`config.mk`:
```
export PLATFORM = sky130hd
export DESIGN_NAME = double_ended_mark_release_allocator
export DESIGN_NICKNAME = d
export VERILOG_FILES = /design/src/hdl/dmra_pkg.sv /design/src/hdl/dmra_mark_stack.sv /design/src/hdl/dmra_end_ctrl.sv /design/src/hdl/double_ended_mark_release_allocator.sv
export SDC_FILE = /design/constraint.sdc
export NUM_CORES = 1
export LEC_CHECK = 0
export BUFFER_PORTS_ARGS = -buffer_cell sky130_fd_sc_hd__buf_4
export CELL_PAD_IN_SITES_DETAIL_PLACEMENT = 1
export CELL_PAD_IN_SITES_GLOBAL_PLACEMENT = 1
export CORE_MARGIN = 4
export CORE_UTILIZATION = 40
export DETAILED_ROUTE_END_ITERATION = 10
export GPL_TIMING_DRIVEN = 0
export PLACE_DENSITY_LB_ADDON = 0.1
export SLEW_MARGIN = 10
export SYNTH_ARGS = -nofsm -noshare
export SYNTH_HDL_FRONTEND = slang
export SYNTH_SLANG_ARGS = --single-unit
```
`constraint.sdc`:
```
create_clock -name clk -period 6.9 [get_ports clk]
set_clock_uncertainty 0.1 [all_clocks]
set_input_delay 0.345 -clock clk [delete_from_list [all_inputs] [get_ports clk]]
set_output_delay 0.345 -clock clk [all_outputs]
set_load 0.05 [all_outputs]
```
`src/hdl/dmra_pkg.sv`:
```
`timescale 1ns / 1ps
// Shared types and constants of the double-ended mark/release allocator.
package dmra_pkg;

  typedef enum logic [3:0] {
    OP_INIT       = 4'd0,
    OP_TOP_LOCK   = 4'd1,
    OP_TOP_UNLOCK = 4'd2,
    OP_TOP_MARK   = 4'd3,
    OP_TOP_ALLOC  = 4'd4,
    OP_TOP_FREE   = 4'd5,
    OP_BOT_LOCK   = 4'd6,
    OP_BOT_UNLOCK = 4'd7,
    OP_BOT_ALLOC  = 4'd8,
    OP_BOT_MARK   = 4'd9,
    OP_BOT_FREE   = 4'd10
  } opcode_t;

  typedef enum logic [2:0] {
    ST_OK           = 3'd0,
    ST_OOM          = 3'd1,
    ST_TOP_LOCKED   = 3'd2,
    ST_TOP_UNLOCKED = 3'd3,
    ST_BOT_LOCKED   = 3'd4,
    ST_BOT_UNLOCKED = 3'd5,
    ST_NO_MARK      = 3'd6,
    ST_MARKS_FULL   = 3'd7
  } status_t;

  typedef struct packed {
    logic [15:0] address;
    status_t     status;
  } result_t;

  typedef struct packed {
    logic clear;
    logic push;
    logic pop;
  } stack_cmd_t;

  localparam logic [15:0] REGION_SIZE_RESET = 16'd32000;
  localparam logic        REG_REGION_SIZE   = 1'b0;

endpackage

```
`src/hdl/dmra_mark_stack.sv`:
```
`timescale 1ns / 1ps
// Mark stack: memory of saved end pointers with a registered top-of-stack copy.
module dmra_mark_stack #(
  parameter int WIDTH = 16,
  parameter int DEPTH = 16
) (
  input  logic                     clk,
  input  logic                     rst,
  input  dmra_pkg::stack_cmd_t     cmd,
  input  logic [WIDTH-1:0]         push_data,
  output logic [$clog2(DEPTH+1)-1:0] count,
  output logic [WIDTH-1:0]         tos
);
  import dmra_pkg::*;

  localparam int CNT_W = $clog2(DEPTH + 1);
  localparam int IDX_W = (DEPTH > 1) ? $clog2(DEPTH) : 1;

  logic [WIDTH-1:0] mem [DEPTH];
  logic [CNT_W-1:0] count_next;
  logic [CNT_W-1:0] top_slot;

  always_comb begin
    count_next = count;
    if (cmd.clear) begin
      count_next = '0;
    end else if (cmd.push) begin
      count_next = count + CNT_W'(1);
    end else if (cmd.pop) begin
      count_next = count - CNT_W'(1);
    end
  end

  // slot that holds the top entry once this cycle's command is done
  assign top_slot = count_next - CNT_W'(1);

  always_ff @(posedge clk) begin
    if (rst) begin
      count <= '0;
    end else begin
      count <= count_next;
    end
  end

  always_ff @(posedge clk) begin
    if (cmd.push && !cmd.clear) begin
      mem[count[IDX_W-1:0]] <= push_data;
    end
  end

  // keep tos equal to the top entry; a push bypasses the memory
  always_ff @(posedge clk) begin
    if (cmd.push && !cmd.clear) begin
      tos <= push_data;
    end else begin
      tos <= mem[top_slot[IDX_W-1:0]];
    end
  end

  a_no_push_when_full: assert property (@(posedge clk) disable iff (rst)
    cmd.push && !cmd.clear |-> count != CNT_W'(DEPTH))
    else $error("mark stack pushed while full");
  a_no_pop_when_empty: assert property (@(posedge clk) disable iff (rst)
    cmd.pop && !cmd.clear |-> count != '0)
    else $error("mark stack popped while empty");
  a_push_pop_apart: assert property (@(posedge clk) disable iff (rst)
    !(cmd.push && cmd.pop))
    else $error("mark stack push and pop together");

endmodule

```
`src/hdl/dmra_end_ctrl.sv`:
```
`timescale 1ns / 1ps
// End registers, lock flags and command decision for both ends of the region.
module dmra_end_ctrl #(
  parameter int ADDR_BITS  = 16,
  parameter int LINK_BYTES = 2,
  parameter int MARK_DEPTH = 16
) (
  input  logic              clk,
  input  logic              rst,
  input  logic              cfg_init,
  input  logic [15:0]       cfg_size,
  input  logic              item_go,
  input  logic [3:0]        opcode,
  input  logic [15:0]       amount,
  input  logic [15:0]       new_pointer,
  output dmra_pkg::result_t result
);
  import dmra_pkg::*;

  localparam int SUM_W = ((ADDR_BITS > 16) ? ADDR_BITS : 16) + 1;
  localparam int CNT_W = $clog2(MARK_DEPTH + 1);
  localparam logic [SUM_W-1:0] ADDR_MASK_W = (SUM_W'(1) << ADDR_BITS) - SUM_W'(1);
  localparam logic [SUM_W-1:0] LINK_W      = SUM_W'(LINK_BYTES);
  localparam logic [SUM_W-1:0] TWO_LINK_W  = SUM_W'(2 * LINK_BYTES);
  localparam logic [CNT_W-1:0] FULL_COUNT  = CNT_W'(MARK_DEPTH);

  function automatic logic [ADDR_BITS-1:0] bottom_start(input logic [15:0] size);
    logic [SUM_W-1:0] eff;
    begin
      eff = SUM_W'(size);
      if (eff > ADDR_MASK_W) begin
        eff = ADDR_MASK_W;
      end
      if (eff < TWO_LINK_W) begin
        bottom_start = ADDR_BITS'(LINK_W);
      end else begin
        bottom_start = ADDR_BITS'(eff - LINK_W);
      end
    end
  endfunction

  logic [ADDR_BITS-1:0] top_end, top_end_next;
  logic [ADDR_BITS-1:0] bottom_end, bottom_end_next;
  logic                 top_is_locked, top_is_locked_next;
  logic                 bottom_is_locked, bottom_is_locked_next;

  stack_cmd_t           top_cmd, bot_cmd;
  logic [ADDR_BITS-1:0] top_push_data, bot_push_data;
  logic [CNT_W-1:0]     top_count, bot_count;
  logic [ADDR_BITS-1:0] top_tos, bot_tos;

  logic [SUM_W-1:0] te, be, amt, newp, top_v, bot_v;
  logic [SUM_W-1:0] te_plus_amt, te_plus_link;

  assign te   = SUM_W'(top_end);
  assign be   = SUM_W'(bottom_end);
  assign amt  = SUM_W'(amount);
  assign newp = SUM_W'(new_pointer) & ADDR_MASK_W;
  assign top_v = SUM_W'(top_tos);
  assign bot_v = SUM_W'(bot_tos);
  // both ends test growth as top + size > bottom, which never underflows
  assign te_plus_amt  = te + amt;
  assign te_plus_link = te + LINK_W;

  assign top_push_data = top_end;
  assign bot_push_data = bottom_end;

  always_comb begin
    top_end_next          = top_end;
    bottom_end_next       = bottom_end;
    top_is_locked_next    = top_is_locked;
    bottom_is_locked_next = bottom_is_locked;
    top_cmd               = '0;
    bot_cmd               = '0;
    result.address        = '0;
    result.status         = ST_OK;
    if (cfg_init) begin
      top_end_next          = ADDR_BITS'(LINK_W);
      bottom_end_next       = bottom_start(cfg_size);
      top_is_locked_next    = 1'b0;
      bottom_is_locked_next = 1'b0;
      top_cmd.clear         = 1'b1;
      bot_cmd.clear         = 1'b1;
    end else if (item_go) begin
      case (opcode_t'(opcode))
        OP_INIT: begin
          top_end_next          = ADDR_BITS'(LINK_W);
          bottom_end_next       = bottom_start(cfg_size);
          top_is_locked_next    = 1'b0;
          bottom_is_locked_next = 1'b0;
          top_cmd.clear         = 1'b1;
          bot_cmd.clear         = 1'b1;
        end
        OP_TOP_LOCK: begin
          if (top_is_locked) begin
            result.status = ST_TOP_LOCKED;
          end else begin
            top_is_locked_next = 1'b1;
            result.address     = te[15:0];
          end
        end
        OP_TOP_UNLOCK: begin
          if (!top_is_locked) begin
            result.status = ST_TOP_UNLOCKED;
          end else if (newp > be) begin
            result.status = ST_OOM;
          end else begin
            top_is_locked_next = 1'b0;
            top_end_next       = ADDR_BITS'(newp);
          end
        end
        OP_TOP_MARK: begin
          if (top_is_locked) begin
            result.status = ST_TOP_LOCKED;
          end else if (top_count >= FULL_COUNT) begin
            result.status = ST_MARKS_FULL;
          end else if (te_plus_link > be) begin
            result.status = ST_OOM;
          end else begin
            top_cmd.push = 1'b1;
            top_end_next = ADDR_BITS'(te_plus_link);
          end
        end
        OP_TOP_ALLOC: begin
          if (top_is_locked) begin
            result.status = ST_TOP_LOCKED;
          end else if (te_plus_amt > be) begin
            result.status = ST_OOM;
          end else begin
            result.address = te[15:0];
            top_end_next    = ADDR_BITS'(te_plus_amt);
          end
        end
        OP_TOP_FREE: begin
          if (top_is_locked) begin
            result.status = ST_TOP_LOCKED;
          end else if (top_count == '0) begin
            result.status = ST_NO_MARK;
          end else if (top_v > be) begin
            result.status = ST_OOM;
          end else begin
            top_cmd.pop  = 1'b1;
            top_end_next = top_tos;
          end
        end
        OP_BOT_LOCK: begin
          if (bottom_is_locked) begin
            result.status = ST_BOT_LOCKED;
          end else begin
            bottom_is_locked_next = 1'b1;
            result.address        = be[15:0];
          end
        end
        OP_BOT_UNLOCK: begin
          if (!bottom_is_locked) begin
            result.status = ST_BOT_UNLOCKED;
          end else if (newp < te) begin
            result.status = ST_OOM;
          end else begin
            bottom_is_locked_next = 1'b0;
            bottom_end_next       = ADDR_BITS'(newp);
          end
        end
        OP_BOT_ALLOC: begin
          if (bottom_is_locked) begin
            result.status = ST_BOT_LOCKED;
          end else if (te_plus_amt > be) begin
            result.status = ST_OOM;
          end else begin
            bottom_end_next = ADDR_BITS'(be - amt);
            result.address  = 16'(be - amt);
          end
        end
        OP_BOT_MARK: begin
          if (bottom_is_locked) begin
            result.status = ST_BOT_LOCKED;
          end else if (bot_count >= FULL_COUNT) begin
            result.status = ST_MARKS_FULL;
          end else if (te_plus_link > be) begin
            result.status = ST_OOM;
          end else begin
            bot_cmd.push    = 1'b1;
            bottom_end_next = ADDR_BITS'(be - LINK_W);
          end
        end
        OP_BOT_FREE: begin
          if (bottom_is_locked) begin
            result.status = ST_BOT_LOCKED;
          end else if (bot_count == '0) begin
            result.status = ST_NO_MARK;
          end else if (bot_v < te) begin
            result.status = ST_OOM;
          end else begin
            bot_cmd.pop     = 1'b1;
            bottom_end_next = bot_tos;
          end
        end
        default: begin
          result.status = ST_OK;
        end
      endcase
    end
  end

  always_ff @(posedge clk) begin
    if (rst) begin
      top_end          <= ADDR_BITS'(LINK_W);
      bottom_end       <= bottom_start(REGION_SIZE_RESET);
      top_is_locked    <= 1'b0;
      bottom_is_locked <= 1'b0;
    end else begin
      top_end          <= top_end_next;
      bottom_end       <= bottom_end_next;
      top_is_locked    <= top_is_locked_next;
      bottom_is_locked <= bottom_is_locked_next;
    end
  end

  dmra_mark_stack #(
    .WIDTH (ADDR_BITS),
    .DEPTH (MARK_DEPTH)
  ) u_top_marks (
    .clk       (clk),
    .rst       (rst),
    .cmd       (top_cmd),
    .push_data (top_push_data),
    .count     (top_count),
    .tos       (top_tos)
  );

  dmra_mark_stack #(
    .WIDTH (ADDR_BITS),
    .DEPTH (MARK_DEPTH)
  ) u_bot_marks (
    .clk       (clk),
    .rst       (rst),
    .cmd       (bot_cmd),
    .push_data (bot_push_data),
    .count     (bot_count),
    .tos       (bot_tos)
  );

  a_ends_never_cross: assert property (@(posedge clk) disable iff (rst)
    top_end <= bottom_end)
    else $error("top end above bottom end");
  a_failed_cmd_holds_ends: assert property (@(posedge clk) disable iff (rst)
    item_go && !cfg_init && result.status != ST_OK |=>
      $stable(top_end) && $stable(bottom_end))
    else $error("failed command moved an end");

endmodule

```
`src/hdl/double_ended_mark_release_allocator.sv`:
```
`timescale 1ns / 1ps
// Top level: command register, allocator core, result register and APB port.
//
//   channel  signals                              beat carries
//   cmd      cmd_valid / cmd_stall                opcode, amount, new_pointer
//   rsp      rsp_valid / rsp_stall                address, status
//   apb      psel penable pwrite paddr pwdata     region_size at byte 0
//
// One command per cycle while the result side does not stall. An accepted
// beat goes into the command register, then through the end logic into the
// result register. The end registers and mark stacks update as the result
// register loads, so back-to-back commands see each other's effects.
// Synchronous reset sets region_size to 32000 and both ends to their start;
// no clearing pass is needed. A stalled result holds the result register and,
// once the command register is full too, raises cmd_stall.
module double_ended_mark_release_allocator #(
  parameter int ADDR_BITS  = 16,
  parameter int LINK_BYTES = 2,
  parameter int MARK_DEPTH = 16
) (
  input  logic        clk,
  input  logic        rst,
  input  logic        cmd_valid,
  output logic        cmd_stall,
  input  logic [3:0]  opcode,
  input  logic [15:0] amount,
  input  logic [15:0] new_pointer,
  output logic        rsp_valid,
  input  logic        rsp_stall,
  output logic [15:0] address,
  output logic [2:0]  status,
  input  logic        psel,
  input  logic        penable,
  input  logic        pwrite,
  input  logic [2:0]  paddr,
  input  logic [31:0] pwdata,
  output logic [31:0] prdata,
  output logic        pready
);
  import dmra_pkg::*;

  logic        cmd_held;
  logic [3:0]  held_opcode;
  logic [15:0] held_amount;
  logic [15:0] held_new_pointer;
  logic        rsp_free;
  logic        advance;
  logic        cmd_take;
  logic        cfg_write;
  logic [15:0] region_size;
  logic [15:0] init_size;
  result_t     core_result;

  // APB: always ready, one register at byte 0; writes above it are dropped
  assign pready    = 1'b1;
  assign cfg_write = psel && penable && pwrite && (paddr[2] == REG_REGION_SIZE);
  assign prdata    = (paddr[2] == REG_REGION_SIZE) ? {16'd0, region_size} : 32'd0;

  always_ff @(posedge clk) begin
    if (rst) begin
      region_size <= REGION_SIZE_RESET;
    end else if (cfg_write) begin
      region_size <= pwdata[15:0];
    end
  end

  // a register write reinitialises with the new size in the same cycle
  assign init_size = cfg_write ? pwdata[15:0] : region_size;

  // advance the held command when the result register is empty or draining
  assign rsp_free  = !rsp_valid || !rsp_stall;
  assign advance   = cmd_held && rsp_free;
  assign cmd_stall = cmd_held && !rsp_free;
  assign cmd_take  = cmd_valid && !cmd_stall;

  always_ff @(posedge clk) begin
    if (rst) begin
      cmd_held <= 1'b0;
    end else if (cmd_take) begin
      cmd_held <= 1'b1;
    end else if (advance) begin
      cmd_held <= 1'b0;
    end
  end

  always_ff @(posedge clk) begin
    if (cmd_take) begin
      held_opcode      <= opcode;
      held_amount      <= amount;
      held_new_pointer <= new_pointer;
    end
  end

  dmra_end_ctrl #(
    .ADDR_BITS  (ADDR_BITS),
    .LINK_BYTES (LINK_BYTES),
    .MARK_DEPTH (MARK_DEPTH)
  ) u_end_ctrl (
    .clk         (clk),
    .rst         (rst),
    .cfg_init    (cfg_write),
    .cfg_size    (init_size),
    .item_go     (advance),
    .opcode      (held_opcode),
    .amount      (held_amount),
    .new_pointer (held_new_pointer),
    .result      (core_result)
  );

  // result register: load on advance, drop once the beat is taken
  always_ff @(posedge clk) begin
    if (rst) begin
      rsp_valid <= 1'b0;
    end else if (advance) begin
      rsp_valid <= 1'b1;
    end else if (!rsp_stall) begin
      rsp_valid <= 1'b0;
    end
  end

  always_ff @(posedge clk) begin
    if (advance) begin
      address <= core_result.address;
      status  <= core_result.status;
    end
  end

  a_fail_has_zero_address: assert property (@(posedge clk) disable iff (rst)
    rsp_valid && status != ST_OK |-> address == 16'd0)
    else $error("failed command returned an address");
  a_held_cmd_lands: assert property (@(posedge clk) disable iff (rst)
    advance |=> rsp_valid)
    else $error("advanced command produced no result");
  a_no_overwrite: assert property (@(posedge clk) disable iff (rst)
    rsp_valid && rsp_stall |-> !advance)
    else $error("result register overwritten while stalled");

endmodule

```
-- After elaboration in Yosys (flattened, before gate mapping)
Memories as Yosys holds them, arrays and structs flattened. A register that Yosys moved wholly into a read port is not among the register bits.
Cells that the tools add are included.
- shift-type cells: 0
- reduce and logical (&&, ||, !) cells: 29
- $add $sub $neg: 11
- muxes and demuxes: 97
- bitwise logic cells: 1
- multiply operators: 0
- divide/modulo/power cells: 0
- eq/ne operators: 31
- order comparisons: 9
- operators by type and width (kind ; count):
    $mux W16 ; 31
    $pmux W16 S5 ; 2
    $pmux W16 S4 ; 1
    $mux W3 ; 15
    $mux W1 ; 36
    $gt A17 B16 Y1 ; 2
    $gt A16 B16 Y1 ; 2
    $lt A16 B16 Y1 ; 2
    $sub A16 B2 Y16 const B ; 2
    $mux W5 ; 6
    $pmux W3 S10 ; 1
    $ne A3 B3 Y1 const B ; 9
    $reduce_and A12 Y1 ; 2
    $ne A2 B2 Y1 const B ; 9
    $add A16 B16 Y17 ; 1
    $add A16 B2 Y17 const B ; 1
    $eq A4 B3 Y1 const B ; 4
    $lt A16 B3 Y1 const B ; 1
    $sub A16 B16 Y16 ; 1
    $eq A4 B4 Y1 const B ; 3
    $add A5 B1 Y5 const B ; 2
    $ge A5 B5 Y1 const B ; 2
    $logic_not A5 Y1 ; 2
    $sub A5 B1 Y5 const B ; 2
    other kinds (18) ; 39
- bits of input ports: 78
- output and inout port bits: 54
- ROM bits: 0
- word-level logic and storage cells: 194
- memory bits (writable): 512
- memories kept: 2
- bits in latches: 0
- flip-flop bits (word level): 117
- memories (memory ; words ; width ; rd ports ; clocked after memory_dff ; write ports ; line ; source):
    u_end_ctrl.u_bot_marks.mem ; 16 ; 16 ; 1 ; 1 ; 1 ; dmra_mark_stack.sv:19 ; logic [WIDTH-1:0] mem [DEPTH];
    u_end_ctrl.u_top_marks.mem ; 16 ; 16 ; 1 ; 1 ; 1 ; dmra_mark_stack.sv:19 ;

-- Depth between registers and ports, before layout
Gate-level depths: netlist of the first run.
- word-level depth: 12
- depth in mapped cells: 23
- mapped depth without buffers: 21

-- By module
From an unflattened synthesis of the first run, not the netlist that was laid out.
- cell total of the unflattened synthesis: 2166
- area, all modules: 30978.5 µm²
- modules (own cells, without submodules) (module ; cells an instance ; sequential area each (µm²) ; area each (µm²) ; times used):
    dmra_mark_stack at u_end_ctrl.u_top_marks ; 476 ; 7867.5 ; 10337.4 ; 1
    dmra_mark_stack at u_end_ctrl.u_bot_marks ; 482 ; 7867.5 ; 10249.8 ; 1
    dmra_end_ctrl ; 1019 ; 680.7 ; 7504.7 ; 1
    double_ended_mark_release_allocator ; 189 ; 2011.9 ; 2886.5 ; 1

-- Least setup slack after synthesis of the first run
OpenSTA, ideal clock, no wires.
- kind: reg-to-reg
- start: register u_end_ctrl.top_end[3]
- end: memory u_end_ctrl.u_top_marks.mem[1][0], enable pin
- arrival: 4.350 ns
- cell stages (with the launch flop): 14
- setup time: 0.409 ns
- required time: 6.391 ns
- path buffers: 0
- slack: 2.041 ns
- path through: dfxtp_1 > and3_1 > nand4_1 > nor2_1 > and4_1 > xnor2_1 > ha_1 > and3_1 > a221o_1 > nor4_1 > o211ai_1 > nor2_1 > nand2_1 > nor3_1
- longest elaborated chain between the ends: 11
- RTL lines (element ; line ; source):
    start: declaration ; dmra_end_ctrl.sv:42 ; logic [ADDR_BITS-1:0] top_end, top_end_next;
    start signal: assignment ; dmra_end_ctrl.sv:207 ; top_end <= ADDR_BITS'(LINK_W);
    start signal: assignment ; dmra_end_ctrl.sv:212 ; top_end <= top_end_next;
    $add A16 B2 Y17 ; dmra_end_ctrl.sv:63 ; assign te_plus_link = te + LINK_W;
    $gt A17 B16 Y1 ; dmra_end_ctrl.sv:117 ; end else if (te_plus_link > be) begin
    $mux W1 ; dmra_end_ctrl.sv:117 ;
    $mux W1 ; dmra_end_ctrl.sv:115 ; end else if (top_count >= FULL_COUNT) begin
    $mux W1 ; dmra_end_ctrl.sv:113 ; if (top_is_locked) begin
    $mux W1 ; dmra_end_ctrl.sv:85 ; case (opcode_t'(opcode))
    $mux W3 ; dmra_end_ctrl.sv:84 ; end else if (item_go) begin
    $mux W2 ; dmra_end_ctrl.sv:77 ; if (cfg_init) begin
    $logic_and A1 B1 Y1 ; - ;
    $mux W1 ; dmra_mark_stack.sv:46 ; if (cmd.push && !cmd.clear) begin
    $mux W1 (implied by the code) ; dmra_mark_stack.sv:47 ; mem[count[IDX_W-1:0]] <= push_data;
    end: declaration ; dmra_mark_stack.sv:19 ;
No other way between the ends.

-- Final worst setup path of the first run
- start: register u_end_ctrl.top_end[4]
- end: memory u_end_ctrl.u_bot_marks.mem[3][2], enable pin
- longest elaborated chain between the ends: 11
- RTL lines (element ; line ; source):
    $add A16 B2 Y17 ; dmra_end_ctrl.sv:63 ;
    $gt A17 B16 Y1 ; dmra_end_ctrl.sv:179 ; end else if (te_plus_link > be) begin
    $mux W1 ; dmra_end_ctrl.sv:179 ;
    $mux W1 ; dmra_end_ctrl.sv:177 ; end else if (bot_count >= FULL_COUNT) begin
    $mux W1 ; dmra_end_ctrl.sv:175 ; if (bottom_is_locked) begin
    $mux W1 ; dmra_end_ctrl.sv:85 ;
    $mux W3 ; dmra_end_ctrl.sv:84 ;
    $mux W2 ; dmra_end_ctrl.sv:77 ;
    $logic_and A1 B1 Y1 ; - ;
    $mux W1 ; dmra_mark_stack.sv:46 ;
    $mux W1 (implied by the code) ; dmra_mark_stack.sv:47 ;
    end: declaration ; dmra_mark_stack.sv:19 ;
No other way between the ends.

==> results of run 1 <==
-- cells by family after synthesis --
family	count (synthesis)	synth area share [%]
muxes	183	12.6
other	2	0.0248
buffers and inverters	185	2.74
DFF	637	60.8
and+or+nand+nor	487	7.67
AOI/OAI and AO/OA	356	8.33
xor gates and xnor gates	70	2.02
adders and majority gates	140	5.83
-- cells in the mapped netlist, types with 11 or more instances --
master | count | share of area (%)
a21oi_1 | 79 | 1.3
xnor2_1 | 53 | 1.5
edfxtp_1 | 567 | 56
buf_2 | 17 | 0.28
mux4_2 | 159 | 12
a31oi_1 | 11 | 0.23
ha_1 | 138 | 5.7
a222oi_1 | 36 | 1.2
nor4_1 | 15 | 0.31
a21o_1 | 16 | 0.40
nand3_1 | 37 | 0.61
mux2i_1 | 21 | 0.69
nor2b_1 | 30 | 0.62
nand2b_1 | 20 | 0.41
o21ai_0 | 52 | 0.86
buf_4 | 21 | 0.52
o22ai_1 | 14 | 0.29
inv_1 | 81 | 1.0
nor2_1 | 154 | 1.9
xor2_1 | 17 | 0.49
o21a_1 | 19 | 0.47
dfxtp_1 | 70 | 4.6
nor3_1 | 45 | 0.74
clkbuf_1 | 56 | 0.69
nand2_1 | 118 | 1.5
a211oi_1 | 31 | 0.77
nand4_1 | 13 | 0.27
-- power breakdown --
| part | switching (mW) | internal, mW |
|---|---|---|
| Sequential | 0.0932 | 4.22 |
| Combinational | 0.592 | 0.377 |
| Clock | 1.58 | 2.04 |
-- flip-flops by register name, indices dropped and copies added, names as in the netlist, named ones only --
signal / flops
region_size: 16
held_amount: 16
cmd_held: 1
held_opcode: 4
rsp_valid: 1
u_end_ctrl.u_bot_marks.mem: 256
u_end_ctrl.u_top_marks.mem: 256
status: 3
u_end_ctrl.bottom_is_locked: 1
held_new_pointer: 16
address: 16
u_end_ctrl.top_end: 16
u_end_ctrl.bot_push_data: 16
u_end_ctrl.u_bot_marks.count: 5
u_end_ctrl.top_is_locked: 1
u_end_ctrl.u_top_marks.count: 5
-- final cells by class --
class,count,area [um^2]
Antenna cell,1,2.50
Buffer,104,528
Clock buffer,99,2000
Clock inverter,35,223
Fill cell,7388,39200
Inverter,81,304
Multi-Input combinational cell,1253,11300
Sequential cell,637,18400
Tap cell,969,1210
Timing Repair Buffer,180,1640
-- layer usage --
metal,routed length (um),vias to the layer above,track usage (%)
met2,48100,683,40.3
met1,44000,10526,35.2
met4,3360,0,8.19
met3,6280,175,4.28
li1,-,8676,-
met5,0,-,0
-- what timing repair did --
| item | 4_1_cts | 5_1_grt |
|---|---|---|
| hold endpoints to repair | 52 | 0 |
| setup buffers | 0 | 2 |
| hold buffers | 52 | 0 |
| resized for setup | 3 | 2 |
| setup endpoints to repair | 16 | 24 |
-- critical path, stage by stage (launching register included) --
cell,delay (ns)
dfxtp_1,0.97
and3_1,0.33
nand3_1,0.17
nor2_1,0.32
nand3_1,0.14
xnor2_1,0.41
ha_1,0.30
and3_1,0.16
a221o_1,0.34
nor4_1,0.55
o21ai_1,0.53
nor2_1,0.44
nand2_1,0.27
nor3_2,0.68
buf_4,0.34
buf_6,0.16
-- path summary, 6_finish.rpt --
path                                                         end  slack [ns]
worst max register to register  u_end_ctrl.u_bot_marks.mem[3][2]        0.38
worst max-delay path            u_end_ctrl.u_bot_marks.mem[3][2]        0.38
worst min-delay path                              region_size[1]        0.01
worst min register to register                    region_size[9]        0.41
==> impl_metrics.json, run 1 <==
{
  "grt_max_degree": 25,
  "design_area_mm2": 0.0357,
  "worst_slack_ns": 0.384,
  "core_mm2": 0.0748,
  "antenna_left": 0,
  "hold_depth": 3,
  "synth_ff_type": "edfxtp_1",
  "drc": 0,
  "clock_sinks": 637,
  "fmax_mhz": 153,
  "dr.pass1.iters": 8,
  "hold_slack_ns": 0.0138,
  "wl_per_cell_um": 30.3,
  "path_class": "reg -> reg",
  "ys_seq_area_share_pct": 60.8,
  "cp-end-kind": "register",
  "port_buffers": 95,
  "r2r-start": "u_end_ctrl.top_end[4]",
  "min_path_type": "in -> reg",
  "post-dp-hpwl_um": 74300,
  "die_width_um": 283,
  "layoutNonFillerInstCount": 3359,
  "slew_headroom_pct": 11.8,
  "rows": 100,
  "die_h_um": 283,
  "arrival_ns": 6.73,
  "syn_area_per_cell_um2": 14.7,
  "synth_area_mm2": 0.0303,
  "die_area_mm2": 0.0803,
  "timing.critical_path.from": "u_end_ctrl.top_end[4]",
  "fin_nets": 2548,
  "max-vdd-ir-drop_mv": 0.214,
  "required_ns": 7.12,
  "ys_types": 85,
  "vias": 20060,
  "synth_warnings": 0,
  "synth_edf_count": 567,
  "cts_tree": "yes",
  "worstMarginPinSlew_ns": 1.31,
  "start_util_pct": 40.5,
  "htree_levels": 3,
  "hold_path_startpoint": "pwdata[1]",
  "gp_congestion": 0.925,
  "post-route-min-period_ns": 6.52,
  "clock-root-buffer": "clkbuf_16",
  "first_global_vias": 20897,
  "p_leak_nw": 12.6,
  "drtIter0Drc": 2258,
  "fin_tns_setup_ns": 0,
  "min_period_over_period_pct": 94.4,
  "layout_commonest_cell": "edfxtp_1",
  "critPathLaunchType": "register",
  "setup_viol": 0,
  "totalPowerFinal_mw": 8.90,
  "antenna_found_initial": 0,
  "numCtsBuffers": 73,
  "max_cap_viol_count": 0,
  "synth_seq_cells": 637,
  "reg2reg_depth": 15,
  "placed_cells": 3170,
  "dpl_cell_area_mm2": 0.0329,
  "pre_cts_ws_ns": -0.503,
  "drt-vias-per-instance": 5.97,
  "cts_max_path_buffers": 3,
  "insertion_delay_ns": 0.63,
  "cp_max_fo": 22,
  "num_io_pins": 132,
  "report.final.slew_viol_count": 0,
  "syn_inst": 2060,
  "final_cell_mix": "edfxtp_1, mux4_2, ha_1",
  "grt_pass1_wl_um": 148000,
  "drive_gt1_share_pct": 20.3,
  "routed_wl_um": 102000,
  "hold_viol": 0,
  "rsz0062_at_grt": "no",
  "gr-usage-all-layers_pct": 25.2,
  "clk_pin_slew_ns": 0.05,
  "final_core_util_pct": 47.6,
  "outcome": "completed",
  "syn_to_final_growth_pct": 17.6,
  "power_density_mw_per_mm2": 250,
  "async_flop_share_pct": 0,
  "grt_remaining_overflow": 0
}
Note: power is estimated with default switching activity, not from simulation.
==> inputs of run 2 (changes only) <==
--- a/config.mk
+++ b/config.mk
@@ -5,6 +5,7 @@
 export SDC_FILE = /design/constraint.sdc
 export NUM_CORES = 1
 export LEC_CHECK = 0
+export ABC_AREA = 1
 export BUFFER_PORTS_ARGS = -buffer_cell sky130_fd_sc_hd__buf_4
 export CELL_PAD_IN_SITES_DETAIL_PLACEMENT = 1
 export CELL_PAD_IN_SITES_GLOBAL_PLACEMENT = 1
==> run 2 against run 1 <==
Net effect: sequential share of layout area fell by 1.7 points; hold slack better by 0.052 ns; first-iteration DRC count decreased by 7.4%; register-to-register slack gained 0.07 ns; die area is 3.0% higher; utilization down 0.11 points; flip-flop and latch count unchanged; sequential power hardly changed; global-route usage grew 2.8 points; largest cell class unchanged.
==> impl_metrics.json, run 2 <==
{
  "clock_sinks": 637,
  "synth_top_area_cell": "edfxtp_1",
  "yosys-top-cells-count": "edfxtp_1, nand2_1, nor2_1",
  "antenna_found_initial": 0,
  "synthTopCellsByArea": "edfxtp_1, ha_1, nand2_1",
  "drc": 0,
  "final_cell_mix": "edfxtp_1, nand2_1, inv_1",
  "dpl_cell_area_mm2": 0.0338,
  "setup_viol": 0,
  "gp_congestion": 0.932,
  "reg2reg_setup_slack_ns": 0.46,
  "grt_pass1_wl_um": 171000,
  "dr.pass1.iters": 5,
  "rsz0062_at_grt": "no",
  "clock-root-buffer": "clkbuf_16",
  "cp_max_fo": 21,
  "hold_viol": 0,
  "wl_per_cell_um": 27.1,
  "placed_cells": 4134,
  "arrival_ns": 6.67,
  "synth.most_common_cell": "edfxtp_1",
  "min_period_over_period_pct": 93.4,
  "first_global_vias": 25821,
  "p_seq_share_pct": 47.2,
  "pwr-share-clk_pct": 43.8,
  "rows": 102,
  "antenna_cells": 0,
  "p_leak_nw": 14.4,
  "post-route-min-period_ns": 6.44,
  "outcome": "completed",
  "vias": 24778,
  "die_h_um": 288,
  "min_path_type": "in -> reg",
  "numCtsBuffers": 73,
  "required_ns": 7.12,
  "combPwrFrac_pct": 9.0,
  "p_sw_share_pct": 25.3,
  "fin_nets": 3439,
  "ys_types": 68,
  "report.final.slew_viol_count": 0,
  "p_sw_mw": 2.30,
  "cts_max_path_buffers": 3,
  "drt-vias-per-instance": 5.73,
  "drtIter0Drc": 2090,
  "grt_remaining_overflow": 0,
  "intPower_mw": 6.81,
  "core_mm2": 0.0775,
  "die_area_mm2": 0.0827,
  "hold_depth": 3,
  "insertion_delay_ns": 0.63,
  "die_width_um": 288,
  "slew_headroom_pct": 14.4,
  "path_class": "reg -> reg",
  "fmax_mhz": 155,
  "antenna_left": 0,
  "async_flop_share_pct": 0,
  "synth_area_mm2": 0.0313,
  "max-vdd-ir-drop_mv": 0.170,
  "hold_path_end": "region_size[0]",
  "synth_warnings": 0,
  "htree_levels": 3,
  "synth_ff_type": "edfxtp_1",
  "worstMarginPinSlew_ns": 1.28,
  "hold_path_startpoint": "pwdata[0]",
  "syn_to_final_growth_pct": 17.8,
  "layoutNonFillerInstCount": 4321,
  "power_density_mw_per_mm2": 248,
  "port_buffers": 95,
  "reg2reg_depth": 22,
  "layout_commonest_cell": "edfxtp_1",
  "syn_inst": 2961,
  "cp-end-kind": "register",
  "grt_max_degree": 37,
  "drive_gt1_share_pct": 11.2,
  "critPathLaunchType": "register",
  "rr_endpoint": "u_end_ctrl.u_bot_marks.mem[7][12]",
  "cts_tree": "yes",
  "start_util_pct": 40.4,
  "num_io_pins": 132,
  "yosysTopAreaCellShare_pct": 54.4,
  "ys_seq_area_share_pct": 58.9,
  "clk_pin_slew_ns": 0.06,
  "synth_edf_count": 567,
  "routed_wl_um": 117000,
  "post-dp-hpwl_um": 83400,
  "r2r-start": "u_end_ctrl.top_end[2]",
  "syn_area_per_cell_um2": 10.6,
  "synth_seq_cells": 637,
  "gr-usage-all-layers_pct": 28.0,
  "design_area_mm2": 0.0368,
  "max_cap_viol_count": 0
}
[run 2: through the flow]
step	setup WS, ns	total power, mW	setup TNS, ns	hold WS, ns	utilization [%]
2_1_floorplan	2.05	4.82	0	0.344	-
5_1_grt	0.150	9.41	0	0.0579	47.5
3_3_place_gp	-1.21	5.14	-112.77	0.394	43.0
6_report	0.456	9.12	0	0.0656	47.5
3_5_place_dp	0.232	5.17	0	0.410	43.7
4_1_cts	0.193	9.16	0	0.0286	47.5
[run 2: cell families after synthesis]
kind of cell / count (synthesis) / synth area share [%]
simple gates: 904 / 12.6
other cells: 2 / 0.0240
buf+inv: 435 / 5.79
fa+ha+maj: 140 / 5.65
flops: 637 / 58.9
mux: 64 / 2.05
compound gates: 747 / 14.1
xor+xnor: 32 / 0.896
[run 2: final cells by class]
cell class,count,area [um^2]
fillers,8403,40600
flip-flops and latches,637,18400
multi-input cells,1904,11200
clock buffers,101,2020
repair buffers,170,1570
well taps,1040,1300
inverters,289,1090
plain buffers,146,721
clock inverters,34,450
[run 2: worst max-delay path, stage by stage (launching register included)]
cell      delay [ns]
dfxtp_1         1.05
inv_1           0.31
nor3_4          0.37
nand2_1         0.14
nor2_1          0.13
nand2_1         0.08
nor3_1          0.43
nand3_1         0.18
nor2_1          0.18
nand2_1         0.08
xor2_1          0.32
ha_1            0.33
a21oi_1         0.16
o211ai_1        0.12
nor2_2          0.12
nand3_1         0.16
nand2_1         0.20
nand3_2         0.20
inv_2           0.15
nand2_2         0.13
nor3_2          0.68
buf_4           0.34
buf_6           0.16
[run 2: how the worst max path moves through the flow]
stage / from / to / slack, ns / depth (start not counted)
2_1_floorplan: u_end_ctrl.top_end[1] / u_end_ctrl.u_bot_marks.mem[3][0] / 2.05 / 19
3_3_place_gp: u_end_ctrl.top_end[1] / u_end_ctrl.u_bot_marks.mem[7][8] / -1.21 / 20
3_5_place_dp: u_end_ctrl.top_end[1] / u_end_ctrl.u_bot_marks.mem[7][8] / 0.23 / 22
4_1_cts: u_end_ctrl.top_end[1] / u_end_ctrl.u_bot_marks.mem[7][12] / 0.19 / 22
5_1_grt: u_end_ctrl.top_end[2] / u_end_ctrl.u_bot_marks.mem[7][12] / 0.15 / 22
6_report: u_end_ctrl.top_end[2] / u_end_ctrl.u_bot_marks.mem[7][12] / 0.46 / 22
[run 2: timing repair]
item | 4_1_cts | 5_1_grt
setup endpoints to repair | 0 | 24
setup buffers | 0 | 0
hold buffers | 52 | 0
hold endpoints to repair | 52 | 0
resized for setup | 0 | 1
[run 2: layer usage]
layer	global-route usage [%]	up-vias	routed length [um]
li1	-	11139	-
met1	38.2	12565	51100
met2	46.7	890	55500
met3	3.24	184	6510
met4	9.32	0	3970
met5	0	-	0
[run 2: power by group through the flow]
| stage | clock network, mW | registers (mW) | logic, mW |
|---|---|---|---|
| 3_5_place_dp | 0 | 4.38 | 0.786 |
| 5_1_grt | 4.22 | 4.30 | 0.892 |
| 3_3_place_gp | 0 | 4.38 | 0.762 |
| 2_1_floorplan | 0 | 4.35 | 0.472 |
| 6_report | 3.99 | 4.30 | 0.822 |
| 4_1_cts | 4.05 | 4.30 | 0.814 |
==> inputs of run 3 (changes only) <==
==> constraint.sdc (replaced) <==
create_clock -name clk -period 5.47 [get_ports clk]
set_clock_uncertainty 0.1 [all_clocks]
set_input_delay 0.2735 -clock clk [delete_from_list [all_inputs] [get_ports clk]]
set_output_delay 0.2735 -clock clk [all_outputs]
set_load 0.1 [all_outputs]
==> run 3 against run 2 <==
Net effect: utilization grew 1.0 points; final cell count grew 1.1%; design area grew 2.2%; critical path depth shrank 1; sequential power grew 26%; first-iteration DRC count grew 1.7%; count of clock-buffer cells in the layout is the same.
==> impl_metrics.json, run 3 (same netlist as run 2, synthesis figures left out) <==
{
  "cpMostUsedCell": "nand2_1",
  "vias": 25077,
  "antenna_found_initial": 0,
  "grtUsageMet2_pct": 47.8,
  "grt_pass1_wl_um": 174000,
  "grt_remaining_overflow": 0,
  "placed_cells": 4134,
  "cp_max_fo": 12,
  "power_density_mw_per_mm2": 308,
  "critPathLaunchType": "register",
  "clk_pin_slew_ns": 0.06,
  "crit_slowest_cell": "dfxtp_4",
  "numCtsBuffers": 73,
  "syn_to_final_growth_pct": 20.3,
  "gp_congestion": 0.932,
  "rows": 102,
  "hold_viol": 0,
  "post-dp-hpwl_um": 83400,
  "start_util_pct": 40.4,
  "drive_gt1_share_pct": 12.8,
  "use_met1_pct": 38.2,
  "dpl_cell_area_mm2": 0.0338,
  "post-route-min-period_ns": 5.14,
  "slew_headroom_pct": 15.0,
  "die_width_um": 288,
  "min_period_over_period_pct": 94.0,
  "htree_levels": 3,
  "routed_wl_um": 120000,
  "worst_slack_ns": 0.330,
  "max-vdd-ir-drop_mv": 0.216,
  "drt-vias-per-instance": 5.74,
  "fin_tns_setup_ns": 0,
  "first_global_vias": 26167,
  "layout_commonest_cell": "edfxtp_1",
  "arrival_ns": 5.36,
  "fmax_mhz": 195,
  "gr-usage-all-layers_pct": 28.5,
  "path_class": "reg -> reg",
  "core_mm2": 0.0775,
  "layoutNonFillerInstCount": 4369,
  "grt_max_degree": 37,
  "wl_per_cell_um": 27.4,
  "setup_viol": 0,
  "cts_tree": "yes",
  "design_area_mm2": 0.0376,
  "cts_max_path_buffers": 3,
  "clock-root-buffer": "clkbuf_16",
  "worstMarginPinSlew_ns": 1.27,
  "final_core_util_pct": 48.6,
  "num_io_pins": 132,
  "max_cap_viol_count": 0,
  "worstPathCellList": "clkinvlp_4 -> nor3_4 -> nand2_1 -> nor2_1 -> nand2_1 -> nor3_2 -> nand3_1 -> nor2_1 -> nand2_1 -> xor2_2 -> ha_1 -> nand4_1 -> nor4_1 -> nand2_1 -> nand2_1 -> nand3_2 -> inv_2 -> nand2_2 -> nor3_4 -> buf_4 -> buf_6",
  "report.final.slew_viol_count": 0,
  "die_area_mm2": 0.0827,
  "crit_family": "simple AND/OR/NAND/NOR gates",
  "min_path_type": "in -> reg",
  "path_buf_inv": 4,
  "insertion_delay_ns": 0.63,
  "clock_sinks": 637,
  "dr.pass1.iters": 5,
  "p_leak_nw": 14.7,
  "final_cell_mix": "edfxtp_1, nand2_1, inv_1",
  "cpPeakStageDelay_ns": 0.53,
  "port_buffers": 95,
  "busiest_layer": "met2",
  "fin_nets": 3486,
  "drtIter0Drc": 2126,
  "required_ns": 5.69,
  "die_h_um": 288,
  "pre_cts_ws_ns": -1.20,
  "met3_usage_pct": 3.66,
  "outcome": "completed",
  "cp-end-kind": "register",
  "drc": 0,
  "antenna_left": 0,
  "rsz0062_at_grt": "no"
}
## run 3: power by group
part / total, mW / switching, mW / internal [mW] / leakage, nW
clock network: 5.04 / 2.09 / 2.95 / 1.19
registers: 5.42 / 0.109 / 5.32 / 6.11
logic: 1.12 / 0.789 / 0.328 / 7.37
## run 3: final cells by class
cell class,instances,area (um^2)
flip-flops and latches,637,18400
diodes,1,2.50
clock buffers,101,2020
well taps,1040,1300
fillers,8370,39800
clock inverters,34,450
plain buffers,146,721
repair buffers,217,2240
inverters,289,1090
multi-input cells,1904,11400
## run 3: repair_timing
action                                  CTS  global route
hold endpoints to repair                 59             0
pin swaps                                17            10
buffers inserted                         27            18
hold buffers                             54             0
resized for setup                        25            12
endpoints found under the setup margin  578           381
## run 3: worst reg2reg max path, delay by kind of cell (launching register included)
family | cells | cell delay (ns)
buffers and inverters | 4 | 0.82
AND/OR/NAND/NOR | 15 | 2.81
adder cells (fa/ha/maj) | 1 | 0.35
flip-flops | 1 | 0.53
XOR/XNOR | 1 | 0.23
## run 3: per-layer routing
metal	part of all wire (%)	wire, um	vias up
li1	-	-	11227
met1	43	51900	12734
met5	0	0	-
met4	3.4	4030	0
met2	48	57300	914
met3	5.6	6660	202
## run 3: through the flow
step                power (mW)  hold slack [ns]
global placement          6.56            0.352
floorplan                 6.15            0.272
finish                    11.6           0.0817
detailed placement        6.59            0.353
global route              12.0           0.0794
CTS                       11.6           0.0292
## run 3: worst paths after layout
kind,endpoint,start,slack (ns),cells after the start
max,u_end_ctrl.u_bot_marks.mem[7][10],u_end_ctrl.top_end[1],0.33,21
min,region_size[15],pwdata[15],0.08,3
max reg2reg,u_end_ctrl.u_bot_marks.mem[7][10],u_end_ctrl.top_end[1],0.33,21
min reg2reg,u_end_ctrl.bottom_is_locked,u_end_ctrl.bottom_is_locked,0.43,2
